$ cat src/hdl/wdm_ram.sv
`timescale 1ns / 1ps
module wdm_ram #(
  parameter int Width = 8,
  parameter int Depth = 16
) (
  input  logic                     clk_i,
  input  logic                     we_i,
  input  logic [$clog2(Depth)-1:0] waddr_i,
  input  logic [Width-1:0]         wdata_i,
  input  logic [$clog2(Depth)-1:0] raddr_i,
  output logic [Width-1:0]         rdata_o
);
  logic [Width-1:0] mem_q [Depth];
  always_ff @(posedge clk_i) begin
    if (we_i) mem_q[waddr_i] <= wdata_i;
    rdata_o <= mem_q[raddr_i];
  end
endmodule

$ cat config.mk
export PLATFORM = sky130hd
export DESIGN_NAME = wdm_ram
export DESIGN_NICKNAME = d
export VERILOG_FILES = /design/src/hdl/wdm_ram.sv
export SDC_FILE = /design/constraint.sdc
export NUM_CORES = 1
export LEC_CHECK = 0
export ABC_AREA = 1
export BUFFER_PORTS_ARGS = -buffer_cell sky130_fd_sc_hd__clkbuf_2
export CORE_AREA = 2 2 147 106
export CTS_BUF_LIST = sky130_fd_sc_hd__clkbuf_4
export DETAILED_ROUTE_END_ITERATION = 6
export DIE_AREA = 0 0 149 108
export PLACE_DENSITY = 0.6
export SKIP_LAST_GASP = 1
export SLEW_MARGIN = 20
export SYNTH_ARGS = -nofsm -noshare
export SYNTH_HDL_FRONTEND = slang
export SYNTH_SLANG_ARGS = --single-unit
$ cat constraint.sdc
create_clock -name clk_i -period 1.7 [get_ports clk_i]
set_input_delay 0.34 -clock clk_i [delete_from_list [all_inputs] [get_ports clk_i]]
set_output_delay 0.34 -clock clk_i [all_outputs]
set_load 0.005 [all_outputs]
# Word level (Yosys, flattened, before mapping)
# Memories as Yosys holds them, arrays and structs flattened. A register that Yosys moved wholly into a read port is not among the register bits.
# Index checks and enable logic that the tools add are counted.
word_totals:
  ff_bits: 0
  mem_bits_rw: 128
  input_bits: 18
  output_inout_bits: 8
  elab_cells: 3
  mem_count: 1
classes:
  muxes: 2
mem_list:
  columns: ["memory", "depth", "width", "read_ports", "rd_clocked_by_memory_dff", "wr", "line_no", "text"]
  rows:
  - ["mem_q", 16, 8, 1, 1, 1, "13", "logic [Width-1:0] mem_q [Depth];"]
op_table:
  columns: ["cell", "n"]
  rows:
  - ["1-bit 2-to-1 mux", 2]

# Longest topological paths before layout
logic_depth:
  ltp_word: 2
  ltp_mapped: 8
  ltp_nobuf: 7

# Worst setup path before layout
# No wires, ideal clock.
synth_timing:
  path_kind: "input port to flip-flop"
  startpoint: "input port waddr_i[2]"
  endpoint: "memory mem_q[10][0], enable pin"
  setup_time_ns: 0.370
  t_arrival_ns: 0.921
  t_required_ns: 1.330
  slack_ns: 0.409
  stages: 2
  n_path_buf: 0
  path_cell_list: "nand3b_1 nor2_1"
synth_lines:
  columns: ["element", "line_no", "text"]
  rows:
  - ["from (decl)", "8", "input logic [$clog2(Depth)-1:0] waddr_i,"]
  - ["to (decl)", "13", null]
# Straight into the memory's write port.

# Final worst setup path
layout_timing:
  startpoint: "register rdata_o[1] (read register of mem_q)"
  endpoint: "output port rdata_o[1]"
layout_lines:
  columns: ["element", "line_no", "text"]
  rows:
  - ["from (decl)", "11", "output logic [Width-1:0] rdata_o"]
# No word-level cell between the ends.

==> flow_summary.yaml <==
timing:
  finalSetupViolCount: 0
  slew_headroom: 0.695
  period_minus_slack_ps: 1380
  timing.hold.ws_ps: 199
  hold_violations: 0
  fin_worst_skew_ps: 9.78
  grt_setup_unrepaired: "no"
  fmax_mhz: 725
  tightest_slew_ps: 457
  tns_ps: 0
  final_max_slew_viol_count: 0
  min_period_over_period: 0.812
route:
  drtPass1Iterations: 7
  wire_per_inst_um: 16.7
  viasPerCell: 4.80
  drc: 0
  finalWirelength_mm: 13.5
  first_iter_violations: 362
  postRouteAntennaNets: 0
  dr_total_vias: 3860
layout:
  nFillCells: 1403
  drive_gt1_frac: 0.136
  area_growth_pct: 12.2
  seq_area_um2: 4000
  final_util: 0.445
  num_antenna_cells: 0
  finalInstanceArea_um2: 6470
  nets: 615
  stdcell_count: 805
  multi_input_area_um2: 1210
logic_synthesis:
  netlist_instances: 551
  syn_area_per_cell_um2: 10.5
  yosys_warnings: 0
  ys_seq_area_frac: 0.694
  syn_nets: 569
  synth_area_um2: 5770
  yosysUniqueCellTypes: 12
  ys_ff_latch: 136
cts:
  cts_sinks: 136
  clock_latency_ps: 540
  cts_tree: "done"
  cts_max_level: 4
  cts_hold_buf: 0
  clk_pin_slew_worst_paths_ps: 110
  cts_max_path_buffers: 2
  cts_setup_buffers: 0
  cts_buffers: 17
  clockRootBuffer: "clkbuf_4"
  cts_resized: 0
run_status:
  outcome: "complete, no violations"
power_and_ir_drop:
  ir_worst_vdd_mv: 0.448
  p_leak_nw: 2.80
  power_density_nw_per_um2: 970
global_route:
  grt_overflow: 0
  grt_pass1_wl_mm: 20.9
  grt_pass1_vias: 3687
  antenna_found_initial: 0
  grt_max_degree: 44
  grt_usage: 0.180
setup_path:
  cp.required_ps: 1360
  critPathSlowestCell: "dfxtp_1"
  crit_arrival_ps: 1040
  critical-path-max-stage-delay_ps: 380
  end_kind: "primary output"
  path_buf_inv: 1
  cp-start-kind: "register"
  cp_max_fo: 1
  crit_family: "flip-flops"
  crit_chain: "clkbuf_2"
  critPathKind: "reg2out"
die:
  start_util: 0.397
  fp.coreArea_um2: 14500
  boundaryPins: 26
  dieArea_um2: 16100
  die_w_um: 149
  rows: 37
  die_y_um: 108
flow_run:
  max-cap-violations: 0
placed_design:
  placed_area_um2: 6200
  gp_congestion: 0.880
  dp_cells: 773
  io_buffers: 25
  dp_hpwl_mm: 8.67
worst_hold_path:
  hp-class: "in2reg"
==> layout by cell type (no fill, tap or decap), drive strengths merged <==
cell and count:
clkinvlp 5, edfxtp 128, dfxtp 8, inv 102
buf 26, clkinv 7, bufinv 2, clkbuf 43
nand3b 2, nand3 97, nor2 17, nand2 173
==> through the flow <==
| step | setup WS, ps | power (mW) |
|---|---|---|
| floorplan | 409 | 4.10 |
| global placement | 220 | 4.31 |
| detailed placement | 206 | 4.32 |
| CTS | 259 | 6.33 |
| global route | 244 | 6.51 |
| finish | 320 | 6.28 |
==> power breakdown <==
group / internal [mW] / leakage, nW / switching (mW)
Clock: 0.866 / 0.135 / 1.17
Sequential: 3.74 / 1.22 / 0.0247
Combinational: 0.146 / 1.44 / 0.330
==> Yosys cell counts <==
| library cell | instances | area share |
|---|---|---|
| dfxtp_1 | 8 | 0.028 |
| edfxtp_1 | 128 | 0.67 |
| buf_6 | 6 | 0.012 |
| nor2_1 | 17 | 0.011 |
| buf_4 | 4 | 0.0052 |
| buf_2 | 13 | 0.011 |
| nand3_1 | 97 | 0.084 |
| nand3b_1 | 2 | 0.0026 |
| buf_1 | 1 | 0.00065 |
| inv_2 | 2 | 0.0013 |
| nand2_1 | 173 | 0.11 |
| inv_1 | 100 | 0.065 |
==> worst min-delay path, delay by kind of cell <==
kind                   cells  cell delay (ps)
and+or+nand+nor            2              160
buffers and inverters      1              180
==> final timing paths <==
check / startpoint / endpoint / slack (ps) / cells after the start
worst min-delay path: raddr_i[3] / rdata_o[7] / 200 / 3
worst max register to register: mem_q[8][2] / rdata_o[2] / 590 / 6
worst min register to register: mem_q[2][5] / rdata_o[5] / 680 / 6
worst max-delay path: rdata_o[1] / rdata_o[1] / 320 / 1
==> flip-flops by register name (all words and copies together), names as in the netlist <==
name / flops
mem_q: 128
rdata_o: 8
==> routing by layer <==
layer	track usage	vias to the layer above	part of all wire
met1	0.263	1845	0.48
met5	0	-	0
met4	0.0517	0	0.0096
met2	0.261	134	0.43
li1	-	1867	-
met3	0.0549	14	0.075
==> area by class of cell <==
class,instances,area share
sequential,136,0.619
clock buffer,18,0.0209
tap,195,0.0377
inverter,102,0.0592
clock inverter,14,0.0207
multi-input combinational,289,0.188
timing repair buffer,51,0.0553
==> kinds of logic (layout without fill, tap and decap cells) <==
family	Yosys count	in the layout	synth area share
flip-flops	136	136	0.694
buffers and inverters	126	185	0.0952
AND/OR/NAND/NOR	289	289	0.210
Power figures use the tool's default switching activity.
