File: src/hdl/wdm_pkg.sv
`timescale 1ns / 1ps
package wdm_pkg;
  localparam int MaxWords   = 1024;
  localparam int MaxLetters = 16;
  localparam int IdxW  = $clog2(MaxWords);
  localparam int CntW  = $clog2(MaxWords + 1);
  localparam int PosW  = $clog2(MaxLetters);
  localparam int LenW  = $clog2(MaxLetters + 2);
  localparam int CodeW = 5;
  localparam int RowW  = CodeW * MaxLetters;
  localparam int AddrW = IdxW;

  localparam logic [CodeW-1:0] CodeBad  = 5'd30;
  localparam logic [CodeW-1:0] CodeWild = 5'd31;
  localparam logic [7:0] CharStar = 8'h2A;
  localparam logic [7:0] CharA    = 8'h41;

  typedef enum logic [1:0] {
    KIND_WORD  = 2'd0,
    KIND_PAT   = 2'd1,
    KIND_MATCH = 2'd2,
    KIND_READ  = 2'd3
  } kind_e;

  typedef enum logic [3:0] {
    ST_TAKEN   = 4'd0,
    ST_STORED  = 4'd1,
    ST_INVALID = 4'd2,
    ST_DUP     = 4'd3,
    ST_LONG    = 4'd4,
    ST_FULL    = 4'd5,
    ST_PREADY  = 4'd6,
    ST_MATCH   = 4'd7,
    ST_NONE    = 4'd8,
    ST_READ    = 4'd9
  } status_e;

  typedef enum logic [2:0] {
    S_IDLE, S_RDWAIT, S_SCAN, S_SCANWAIT, S_OUT
  } state_e;

  // Compare mode handed along the cell row
  typedef struct packed {
    logic dup;      // exact compare against assembled word
  } cmp_mode_t;

  function automatic logic [CodeW-1:0] fold_char(input logic [7:0] c);
    if (c >= 8'h61 && c <= 8'h7A) return CodeW'(c - 8'h61);
    if (c >= 8'h41 && c <= 8'h5A) return CodeW'(c - 8'h41);
    if (c == CharStar) return CodeWild;
    return CodeBad;
  endfunction
endpackage

File: src/hdl/wdm_cell.sv
`timescale 1ns / 1ps
// One letter position: compares its letter and passes an and-chain result on
module wdm_cell import wdm_pkg::*; (
  input  logic             clk_i,
  input  logic             rst_ni,
  input  logic             load_i,
  input  logic [CodeW-1:0] ref_i,     // assembled letter or pattern letter
  input  logic             active_i,  // position lies within compare length
  input  cmp_mode_t        mode_i,
  input  logic [CodeW-1:0] stored_i,
  input  logic             ok_i,
  output logic             ok_o
);
  logic [CodeW-1:0] ref_q;
  logic             act_q;
  logic             hit;

  // Hold the reference letter for this position
  always_ff @(posedge clk_i or negedge rst_ni) begin
    if (!rst_ni) begin
      act_q <= 1'b0;
    end else if (load_i) begin
      act_q <= active_i;
    end
  end
  always_ff @(posedge clk_i) begin
    if (load_i) ref_q <= ref_i;
  end

  always_comb begin
    if (!act_q) hit = 1'b1;
    else if (!mode_i.dup && ref_q == CodeWild) hit = 1'b1;
    else hit = (ref_q == stored_i);
  end
  assign ok_o = ok_i & hit;
endmodule

File: config.mk
export PLATFORM = sky130hd
export DESIGN_NAME = wdm_cell
export DESIGN_NICKNAME = d
export VERILOG_FILES = /design/src/hdl/wdm_pkg.sv /design/src/hdl/wdm_cell.sv
export SDC_FILE = /design/constraint.sdc
export NUM_CORES = 1
export LEC_CHECK = 0
export BUFFER_PORTS_ARGS = -buffer_cell sky130_fd_sc_hd__buf_2
export CAP_MARGIN = 20
export CORE_AREA = 2 2 39 41
export CTS_CLUSTER_SIZE = 24
export DETAILED_ROUTE_END_ITERATION = 8
export DIE_AREA = 0 0 41 43
export GPL_TIMING_DRIVEN = 0
export PLACE_DENSITY_LB_ADDON = 0.25
export SLEW_MARGIN = 20
export SYNTH_ARGS = -nofsm -noshare
export SYNTH_HDL_FRONTEND = slang
export SYNTH_SLANG_ARGS = --single-unit
File: constraint.sdc
create_clock -name clk_i -period 0.8 [get_ports clk_i]
set_input_delay 0.04 -clock clk_i [delete_from_list [all_inputs] [get_ports clk_i]]
set_output_delay 0.04 -clock clk_i [all_outputs]
set_load 0.01 [all_outputs]
## After elaboration in Yosys (flattened, before gate mapping)

Cells that the tools add are included.

- Output and inout bits: 1
- Latch bits: 0
- Bits in writable memories: 0
- Bits of input ports: 16
- Memories kept: 0
- Flip-flop bits (word level): 6
- ROM bits: 0

- Divide/modulo/power cells: 0
- Shifts and indexed selects: 0
- Bitwise logic cells: 1
- Equality and inequality tests: 2
- Magnitude comparators: 0
- Multiply operators: 0
- Multiplexer cells: 2
- Reduce and logical (&&, ||, !) cells: 2
- Add/subtract/negate cells: 0

Operator list:

| operator | number |
|---|---|
| $eq A5 B5 Y1 | 1 |
| $eq A5 B5 Y1 const B | 1 |
| $mux W1 | 2 |
| $and A1 B1 Y1 | 1 |
| $logic_and A1 B1 Y1 | 1 |
| $logic_not A1 Y1 | 1 |

## Logic depth before layout (Yosys ltp)

- Word-level depth: 5
- Mapped depth: 3
- Depth with buffers taken out: 3

## Worst setup path before layout

OpenSTA, ideal clock, no wires.

- Path type: register to output
- From: reg ref_q[0]
- To: out ok_o
- Data required time: 0.760 ns
- Path buffers: 0
- Slack: -0.083 ns
- Data arrival time: 0.843 ns
- Stages on the path, launching flop included: 4
- Path through: edfxtp_1 > xnor2_1 > nand3_1 > o2bb2ai_1

- Longest elaborated chain between the ends: 5
- Elaborated cells between the ends (all ways): 6

Ends and longest elaborated chain:

| element | RTL line | text |
|---|---|---|
| from (decl) | wdm_cell.sv:14 | `logic [CodeW-1:0] ref_q;` |
| from (signal assigned) | wdm_cell.sv:27 | `if (load_i) ref_q <= ref_i;` |
| $eq A5 B5 Y1 | wdm_cell.sv:32 | `else if (!mode_i.dup && ref_q == CodeWild) hit = 1'b1;` |
| $logic_and A1 B1 Y1 | wdm_cell.sv:32 |  |
| $mux W1 (*) | wdm_cell.sv:32 |  |
| $mux W1 (*) | wdm_cell.sv:31 | `if (!act_q) hit = 1'b1;` |
| $and A1 B1 Y1 (*) | wdm_cell.sv:35 | `assign ok_o = ok_i & hit;` |
| to (decl) | wdm_cell.sv:12 | `output logic ok_o` |

Mark *: on every way between the ends. The rest lies on a longest branch, timed or not.

## Worst setup path after layout

- From: reg ref_q[3]
- To: out ok_o

The elaborated chain is that of the path after synthesis.

==> metrics.txt <==
outcome=finished, violations left; failing checks=negative setup slack; M1 WL=242 um; number of synthesized register bits=6; Hold Slack=47.52 ps; number of global-route vias before repair=230; crit path max fanout=2; # fillers=about 140; MaxCap Viol Count=0; post-DR wirelength/cell=9.250 um; reg2reg start=act_q; Mapped Cells=18; post-layout util=between 30% and 40%; First-pass DRT Iterations=2; Final Setup Violations=1; NumNets Final=61; Worst Skew=0 ps; setup TNS=-414.6 ps; worst flop-to-flop path endpoint=act_q; clk_lat worst skew=240 ps; Crit path required time=760 ps; top cells by area, synth=edfxtp_1 56%, xnor2_1 16%, dfrtp_1 9.4%; core area=1384 um2; final worst slack=-414.6 ps; IO Port Bufs=16; drt initial violations=5; top routing layer used=met3; clock sink count=6; R2R cell count=1; Tmin final=roughly 1200 ps; crit path cell chain=xnor2_1, nand3_1, o2bb2ai_2, buf_2; Post-Syn Area per Cell=14.81 um2; WHS Path Cells=2; n_diodes=0; Synth warnings=0; LEAKAGE=around 0.19 nW; die height=43 um; Final ANT Viol Nets=0; Slew headroom=90.32%; Site Rows=14; Fmax achieved=between 800 and 900 MHz; cell taking the most area after synthesis=edfxtp_1; die width=41 um; total power=0.8090 mW; drt drc=0; WL final=555 um; area grow syn2layout=72.30%; Resize count post-CTS=0; RSZ-0062 raised after global routing=yes; pin count of the biggest net entering global routing=7; Worst-Margin Slew=around 140 ps; Initial Util=between 10% and 20%; TritonCTS Buffers=3; share of layout cells above drive strength 1=between 40 and 50%; final non-filler cell total=60; power density over the cells=roughly 1800 nW/um2; Synth top cells by count=5 x edfxtp_1, 5 x xnor2_1, 2 x nand3_1; Avg Vias per Cell=between 3 and 4; Min-Delay Path Class=input port to flop; routed wl met3=between 60 and 70 um; DIE AREA=approximately 1800 um2; Post-synth EDFFs=5; final count of hold timing violations=0; maximum VDD drop=885.4 uV; critical path type=flop to output pin; CP max-delay cell=edfxtp_1; Mapped Nets=34; I/O pin count=17; Max H-tree Level=1; post-synth top area share=56.34%; CP startpoint kind=flop; sequential area share after synthesis=about two thirds; Tcrit/Tclk final=151.8%; asr flop ratio synth=16.67%; antenna violations before repair=0; Distinct cells, synth=9; CTS tree=built; Reg clk slew, reported paths=~40 ps; final slew viol count=0; Crit. End Element=output pin; Max clock buf depth=2; WP data arrival=1170 ps; CTS root buf=clkbuf_4; Post-CTS Repair Setup Buffers=0; GRT Total Usage=7.943%; GRT overflow=0; Hold Path Origin=active_i; routability cong.=0.5727; metal2 WL=250 um; synthesized cell area=266.5 um2; Cell Count Post-Placement=50; CP peak stage delay=400 ps; most used flip-flop cell after synthesis=edfxtp_1; R2R Setup Slk=60 ps; first-pass GRT wire length=855 um; WHS Endpoint=act_q; Via Count=226
## registers in the layout (all words and copies together) (netlist names)
signal	count
act_q	1
ref_q	5
## report_power, final
part	switching (mW)	total (mW)	internal, mW
Combinational	0.0438	0.127	0.0836
Sequential	0.0164	0.386	0.369
Clock	0.107	0.296	0.189
Total	0.167	0.809	0.642
## cells in the final DEF (no fill, tap or decap), drive strengths merged
master,instances
buf,16
dlygate4sd3,6
xnor2,5
edfxtp,5
clkbuf,4
nand3,2
nand2,1
nand4b,1
o21ai,1
o2bb2ai,1
mux2,1
dfrtp,1
## worst max-delay path, delay by kind of cell, from the launching register on
| family | cells | cell delay (ps) |
|---|---|---|
| flops | 1 | 400 |
| xor+xnor | 1 | 170 |
| buf+inv | 1 | 130 |
| simple gates | 1 | 120 |
| compound gates | 1 | 110 |
## worst max path at each step
stage / from / to / slack (ps) / cells after the start
4_1_cts: ref_q[3] / ok_o / -440 / 4
3_5_place_dp: ref_q[3] / ok_o / -170 / 4
2_1_floorplan: ref_q[2] / ok_o / -40 / 3
6_report: ref_q[3] / ok_o / -410 / 4
5_1_grt: ref_q[2] / ok_o / -530 / 4
3_3_place_gp: ref_q[4] / ok_o / -140 / 4
## metrics by stage
step / instance area, um2 / setup WS [ps]
5_1_grt: 459.2 / -535.0
3_3_place_gp: 372.9 / -138.2
6_report: 459.2 / -414.6
2_1_floorplan: 272.8 / -36.68
4_1_cts: 459.2 / -437.5
3_5_place_dp: 372.9 / -174.0
## kinds of logic after synthesis
group	synth area share (%)
compound gates	5.163
xor+xnor	16.43
flops	65.72
mux	4.225
simple gates	8.450
## routing by layer
layer	up-vias	GRT usage (%)
li1	119	-
met1	91	7.744
met2	16	11.56
met3	0	3.141
met4	0	8.000
met5	-	0
## layout make-up
type / count / area [um2] / area share (%)
Timing Repair Buffer: 22 / 140.1 / 30.52
Sequential cell: 6 / 175.2 / 38.15
Tap cell: 16 / 20.02 / 4.360
Multi-Input combinational cell: 12 / 97.59 / 21.25
Clock buffer: 4 / 26.28 / 5.722
## what timing repair did
item                                    CTS  global route
endpoints found under the setup margin    1             1
pin swaps                                 1             1
hold endpoints to repair                  6             0
hold buffers                              6             0
Power figures use the tool's default switching activity.
